**config.mk**
```make
export PLATFORM = sky130hd
export DESIGN_NAME = inla_cmp_unit
export DESIGN_NICKNAME = d
export VERILOG_FILES = /design/src/rtl/core/inla_pkg.sv /design/src/rtl/core/inla_cmp_unit.sv
export SDC_FILE = /design/constraint.sdc
export NUM_CORES = 1
export LEC_CHECK = 0
export BUFFER_PORTS_ARGS = -buffer_cell sky130_fd_sc_hd__buf_4
export CELL_PAD_IN_SITES_DETAIL_PLACEMENT = 1
export CELL_PAD_IN_SITES_GLOBAL_PLACEMENT = 2
export CORE_ASPECT_RATIO = 1.4
export CORE_MARGIN = 1
export CORE_UTILIZATION = 23
export DETAILED_ROUTE_END_ITERATION = 10
export PLACE_DENSITY_LB_ADDON = 0.1
export SLEW_MARGIN = 25
export SYNTH_ARGS = -nofsm -noshare
export SYNTH_HDL_FRONTEND = slang
export SYNTH_SLANG_ARGS = --single-unit
```
**constraint.sdc**
```tcl
create_clock -name vclk -period 3.6
set_clock_uncertainty 0.05 [all_clocks]
set_input_delay 0.18 -clock vclk [all_inputs]
set_output_delay 0.18 -clock vclk [all_outputs]
set_load 0.05 [all_outputs]
```
**src/rtl/core/inla_pkg.sv**
```systemverilog
// ----------------------------------------------------------------------------
// inla_pkg - shared types and constants for the nesting level assigner
// Field widths of the request and response channels and the select code of
// the shared compare unit.
// ----------------------------------------------------------------------------
`default_nettype none

package inla_pkg;

   localparam int TIME_W  = 62;
   localparam int END_W   = 63;
   localparam int TYPE_W  = 3;
   localparam int LEVEL_W = 6;
   localparam int ROWS_W  = 7;

   typedef enum logic {
      CMP_STACK,
      CMP_BASE
   } cmp_sel_type;

endpackage

`default_nettype wire

```
**src/rtl/core/inla_cmp_unit.sv**
```systemverilog
// ----------------------------------------------------------------------------
// inla_cmp_unit - shared 63-bit magnitude compare
// Checks a stack end time against the request start, or the request start
// against the base event end time.
// ----------------------------------------------------------------------------
`default_nettype none

module inla_cmp_unit (
   input  wire inla_pkg::cmp_sel_type         sel,
   input  wire logic [inla_pkg::END_W-1:0]    stack_end,
   input  wire logic [inla_pkg::TIME_W-1:0]   start_time,
   input  wire logic [inla_pkg::END_W-1:0]    base_end,
   output      logic                          gt
);
   import inla_pkg::*;

   logic [END_W-1:0] op_a;
   logic [END_W-1:0] op_b;

   always_comb begin
      unique case (sel)
         CMP_STACK: begin
            op_a = stack_end;
            op_b = {1'b0, start_time};
         end
         CMP_BASE: begin
            op_a = {1'b0, start_time};
            op_b = base_end;
         end
         default: begin
            op_a = stack_end;
            op_b = {1'b0, start_time};
         end
      endcase
   end

   assign gt = op_a > op_b;

endmodule

`default_nettype wire

```
Yosys cells after proc, flatten, opt, wreduce, memory -nomap -nowiden
Cells that the tools add are included.

Bits in registers: 0. Input bits: 189. Output and inout port bits: 1. Logic and storage cells: 4.

Magnitude comparators: 1. Muxes and demuxes: 2. Bitwise logic cells: 1.

Operator list (count): case mux 63 bit (2 select lines) (2); greater-than comparator 63 bit (1); inverter 1 bit (1).

Depth between registers and ports, before layout
Gate-level depths: netlist of run 1.

Depth after elaboration: 3. Gate-level depth with buffers: 11. Gate-level depth less buffers: 8.

Worst setup path before layout of run 1
Ideal clock, no wire load.

Path kind: input -> output. Start: input sel. End: output gt. Data arrival time: 2718 ps. Data required time: 3370 ps. Slack: 652 ps. Stages: 11. Buffers on the path: 3. Cells stage by stage: buf_2 -> buf_1 -> buf_2 -> mux2i_1 -> ha_1 -> a21o_1 -> a21oi_2 -> nor2b_1 -> o31a_1 -> or4_1 -> o211a_1.

Longest elaborated chain between the ends: 3. Elaborated cells on any way between the ends: 4. Classes of those cells: 1 x order compare; 2 x mux; 1 x bitwise.

Ends and longest elaborated chain: start, declared (RTL line inla_cmp_unit.sv:9) `input wire inla_pkg::cmp_sel_type sel,`; inverter 1 bit (RTL line inla_cmp_unit.sv:21) `unique case (sel)`; case mux 63 bit (2 select lines) (RTL line inla_cmp_unit.sv:21); greater-than comparator 63 bit * (RTL line inla_cmp_unit.sv:37) `assign gt = op_a > op_b;`; end, declared (RTL line inla_cmp_unit.sv:13) `output logic gt`.

Every way passes the cells marked *; elsewhere a longest branch is shown, timed or not.

Final worst setup path of run 1
Same ends and word-level chain as after synthesis.

==> metrics.txt, run 1 <==
Max-slew headroom 0.628; Final Power 0.553 mW; DRT antenna net count 0; post-CTS sizing 0; nets 740; crit path DAT 2910 ps; wire per inst 14.8 um; fin cells 631; most frequent cells in the layout buf_4 (194), mux2i_1 (63), mux2_2 (62), ha_1 (62), a21oi_1 (26); share of post-route cells with drive strength above 1 0.538; status finished clean; first-pass GRT wire length 14900 um; Peak VDD IR 38.7 uV; vias in the first global route 3416; Overall Global Routing Usage 0.145; Post-CTS Setup Repair Bufs 0; Worst Setup End Kind primary output; f_max 318 MHz; Syn Area/Cell 9.03 um2; CP required 3370 ps; Max FO, Critical Path 28; setup_tns 0 ps; min-delay worst type in -> out; final-report setup violation count 0; seq_cells 0; hold_buf cts 0; Mapped Cells 304; worst stage delay on the critical path 410 ps; yosys warns 0; Startpoint Class input port; Hold WS 1020 ps; drt first pass iters 2; initial core utilization 0.240; FF+latch area 0 um2; min Tclk post-route 3140 ps; I/O Pins 190; ant diodes 0; syn_nets 555; most frequent CP cell buf_4; initial antenna violation count 0; final period utilization 0.872; RSZ-0062 raised after global routing false; Finished Cell Area 4370 um2; num rows 46; HPWL Detailed 8620 um; sequential share of the synthesized area 0; Tightest Pin Transition 552 ps; Syn-to-layout area delta 59.3%; Netlist cell types 31; Synth top area share 0.283; Slew Viols, Final 0; Power Density 126 nW/um2; largest net degree at the start of global routing 29; slowest CP cell buf_4; LEAKAGE 2.25 nW; Post-Place Cells 631; chip width 94.3 um; PortBufs 190; 1st-iter DRT viols 22; Die Y 131 um; via count 3065; global route overflow 0; top post-synthesis cells by area ha_1 (28%), mux2_2 (25%), mux2i_1 (23%), a21oi_1 (4.7%), nand4_1 (3.0%); Avg Vias per Cell 4.86; commonest non-fill, non-tap cell in the layout buf_4; DRC 0; CP Class in -> out; Final Hold Viols 0; mapped cell area 2750 um2; GPL Wtd Cong 0.718; placed cell areas 4370 um2; crit-path cells buf_6 > buf_4 > mux2_2 > ha_1 > a211oi_1 > nor2_1 > o31ai_1 > a2bb2oi_1 > or4_1 > o211a_1 > buf_4; final wirelength 9330 um; core area 11500 um2; CLK BUF 0; Max-Cap Viols 0; Die Area 12400 um2; Synth area leader ha_1
logic make-up (layout without fill, tap and decap cells):
logic type / after synthesis / in the layout / synth area share
adder cells (fa/ha/maj): 62 / 62 / 0.283
AO/OA/AOI/OAI: 53 / 53 / 0.117
buffers and inverters: 16 / 199 / 0.0251
multiplexers: 125 / 125 / 0.484
AND/OR/NAND/NOR: 48 / 48 / 0.0916
per-layer routing:
layer  wire length (um)  track usage
met5                  0            0
met4                  0            0
met3                550       0.0133
met2               5230        0.304
met1               3550        0.157
power breakdown:
part	internal, mW	total (mW)	leakage [nW]	switching, mW
sequential	0	0	0	0
clock	0	0	0	0
combinational	0.322	0.553	2.25	0.230
final timing paths:
kind                       from  cells after the start  to  slack, ps
setup / recovery            sel                     11  gt        460
hold / removal    stack_end[62]                      5  gt       1020
through the flow:
stage               setup slack [ps]  utilization
global route                     302        0.382
global placement                 417        0.382
CTS                              412        0.382
detailed placement               414        0.382
floorplan                        652            -
finish                           459        0.382
cells in the mapped netlist:
master / count
mux2i_1: 63
ha_1: 62
mux2_2: 62
a21oi_1: 26
nand2_1: 16
nand4_1: 13
o21ai_0: 9
buf_1: 7
buf_2: 7
nor2_1: 5
nor2b_1: 4
a211oi_1: 3
a21o_1: 3
nand3_1: 3
inv_1: 2
nor4_1: 2
o21ai_1: 2
o32ai_1: 2
a211oi_2: 1
a21oi_2: 1
a221oi_1: 1
a2bb2oi_1: 1
and3_1: 1
nand3b_1: 1
nor3_1: 1
nor4_2: 1
o211a_1: 1
o21a_1: 1
o31a_1: 1
o31ai_1: 1
or4_1: 1
worst max-delay path: cells and delay by family:
| kind | cells | cell delay [ps] |
|---|---|---|
| multiplexers | 1 | 390 |
| AND/OR/NAND/NOR | 2 | 470 |
| buffers and inverters | 3 | 850 |
| adder cells (fa/ha/maj) | 1 | 320 |
| AO/OA/AOI/OAI | 4 | 680 |
area by class of cell:
type / count / area (um2)
Timing Repair Buffer: 197 / 1510
Multi-Input combinational cell: 288 / 2680
Inverter: 2 / 7.51
Tap cell: 144 / 180
Fill cell: 1374 / 7080
(Power assumes the default switching activity.)
==> run 2, diff against run 1 <==
CELL_PAD_IN_SITES_DETAIL_PLACEMENT = not set   (was 1)
CELL_PAD_IN_SITES_GLOBAL_PLACEMENT = not set   (was 2)
CORE_UTILIZATION = 44   (was 23)
PLACE_DENSITY = 0.85   (was not set)
PLACE_DENSITY_LB_ADDON = not set   (was 0.1)
==> metrics.txt, run 2 (synthesis results as in run 1) <==
Hold WS 1040 ps (was 1020 ps); Max-Cap Viols 0 (unchanged); post-CTS sizing 0 (unchanged); LEAKAGE 2.24 nW (was 2.25 nW); internal power 0.321 mW (was 0.322 mW); ant diodes 0 (unchanged); CLK BUF 0 (unchanged); HPWL Detailed 7410 um (was 8620 um); Tightest Pin Transition 433 ps (was 552 ps); drt first pass iters 4 (was 2); final period utilization 0.899 (was 0.872); Die Y 95.5 um (was 131 um); DRT antenna net count 0 (unchanged); Syn-to-layout area delta 55.7% (was 59.3%); Max FO, Critical Path 36 (was 28); first-pass GRT wire length 12500 um (was 14900 um); core area 5950 um2 (was 11500 um2); Die Area 6560 um2 (was 12400 um2); crit path DAT 3010 ps (was 2910 ps); Overall Global Routing Usage 0.241 (was 0.145); most frequent cells in the layout buf_4 (192), mux2i_1 (63), mux2_2 (62), ha_1 (62), a21oi_1 (26) (was buf_4 (194), mux2i_1 (63), mux2_2 (62), ha_1 (62), a21oi_1 (26)); setup_tns 0 ps (unchanged); Avg Vias per Cell 5.63 (was 4.86); num rows 33 (was 46); 1st-iter DRT viols 79 (was 22); hold_buf cts 0 (unchanged); GPL Wtd Cong 0.867 (was 0.718); initial core utilization 0.462 (was 0.240); seq_cells 0 (unchanged); worst slack at placement 406 ps (was 414 ps); vias in the first global route 3159 (was 3416); final-report setup violation count 0 (unchanged); combinational power share 1.000 (about the same); Max-slew headroom 0.709 (was 0.628); CP required 3370 ps (about the same); f_max 309 MHz (was 318 MHz); I/O Pins 190 (unchanged); area of the multi-input gates 2680 um2 (unchanged); commonest non-fill, non-tap cell in the layout buf_4 (unchanged); Post-CTS Setup Repair Bufs 0 (unchanged); Finished Cell Area 4270 um2 (was 4370 um2); PortBufs 190 (unchanged); CP Class in -> out (unchanged); FF+latch area 0 um2 (unchanged); FILL cells 459 (was 1374); final wirelength 8340 um (was 9330 um); largest net degree at the start of global routing 37 (was 29); global route overflow 0 (unchanged); min-delay worst type in -> out (unchanged); DRC 0 (unchanged); final worst slack 364 ps (was 459 ps); Peak VDD IR 96.6 uV (was 38.7 uV); Final Hold Viols 0 (unchanged); Final Power 0.551 mW (was 0.553 mW); Slew Viols, Final 0 (unchanged); RSZ-0062 raised after global routing false (unchanged); sw power 0.230 mW (about the same); status finished clean (unchanged); initial antenna violation count 0 (unchanged); Worst Setup End Kind primary output (unchanged); share of post-route cells with drive strength above 1 0.536 (was 0.538); Sequential Power Share 0 (about the same); clock share of power 0 (about the same); Power Density 129 nW/um2 (was 126 nW/um2); min Tclk post-route 3240 ps (was 3140 ps); nets 738 (was 740); Sw Ratio 0.417 (about the same); Startpoint Class input port (unchanged); via count 3124 (was 3065); placed cell areas 4270 um2 (was 4370 um2); wire per inst 15.0 um (was 14.8 um); chip width 68.8 um (was 94.3 um)
[run 2: through the flow]
stage          instances  utilization
4_1_cts              555        0.719
3_5_place_dp         555        0.719
5_1_grt              555        0.719
6_report             555        0.719
2_1_floorplan        304            -
3_3_place_gp         555        0.719
[run 2: power by group through the flow]
stage | registers [mW] | clock network, mW | logic [mW]
floorplan | 0 | 0 | 0.312
global placement | 0 | 0 | 0.533
detailed placement | 0 | 0 | 0.550
CTS | 0 | 0 | 0.554
global route | 0 | 0 | 0.612
finish | 0 | 0 | 0.551
[run 2: final timing paths]
path                startpoint  to  slack (ps)  cells past startpoint
setup / recovery           sel  gt         360                     12
hold / removal    base_end[62]  gt        1040                      5
[run 2: layer usage]
layer / vias up / global-route usage / wire length (um)
li1: 1563 / - / -
met5: - / 0 / 0
met4: 0 / 0.0578 / 214
met1: 1425 / 0.236 / 2880
met3: 19 / 0.0275 / 517
met2: 117 / 0.502 / 4720
[run 2: area by class of cell]
| class | instances | area share |
|---|---|---|
| inverters | 2 | 0.00176 |
| well taps | 70 | 0.0205 |
| repair buffers | 195 | 0.351 |
| multi-input cells | 288 | 0.626 |
[run 2: worst max-delay path, cell delays in order]
cell and delay (ps):
buf_4 300, buf_12 270, buf_4 260, mux2_2 370, ha_1 320, o21ai_0 210, nor2_1 60, o31ai_1 190
a2bb2oi_1 80, or4_1 400, o211a_1 140, buf_4 190
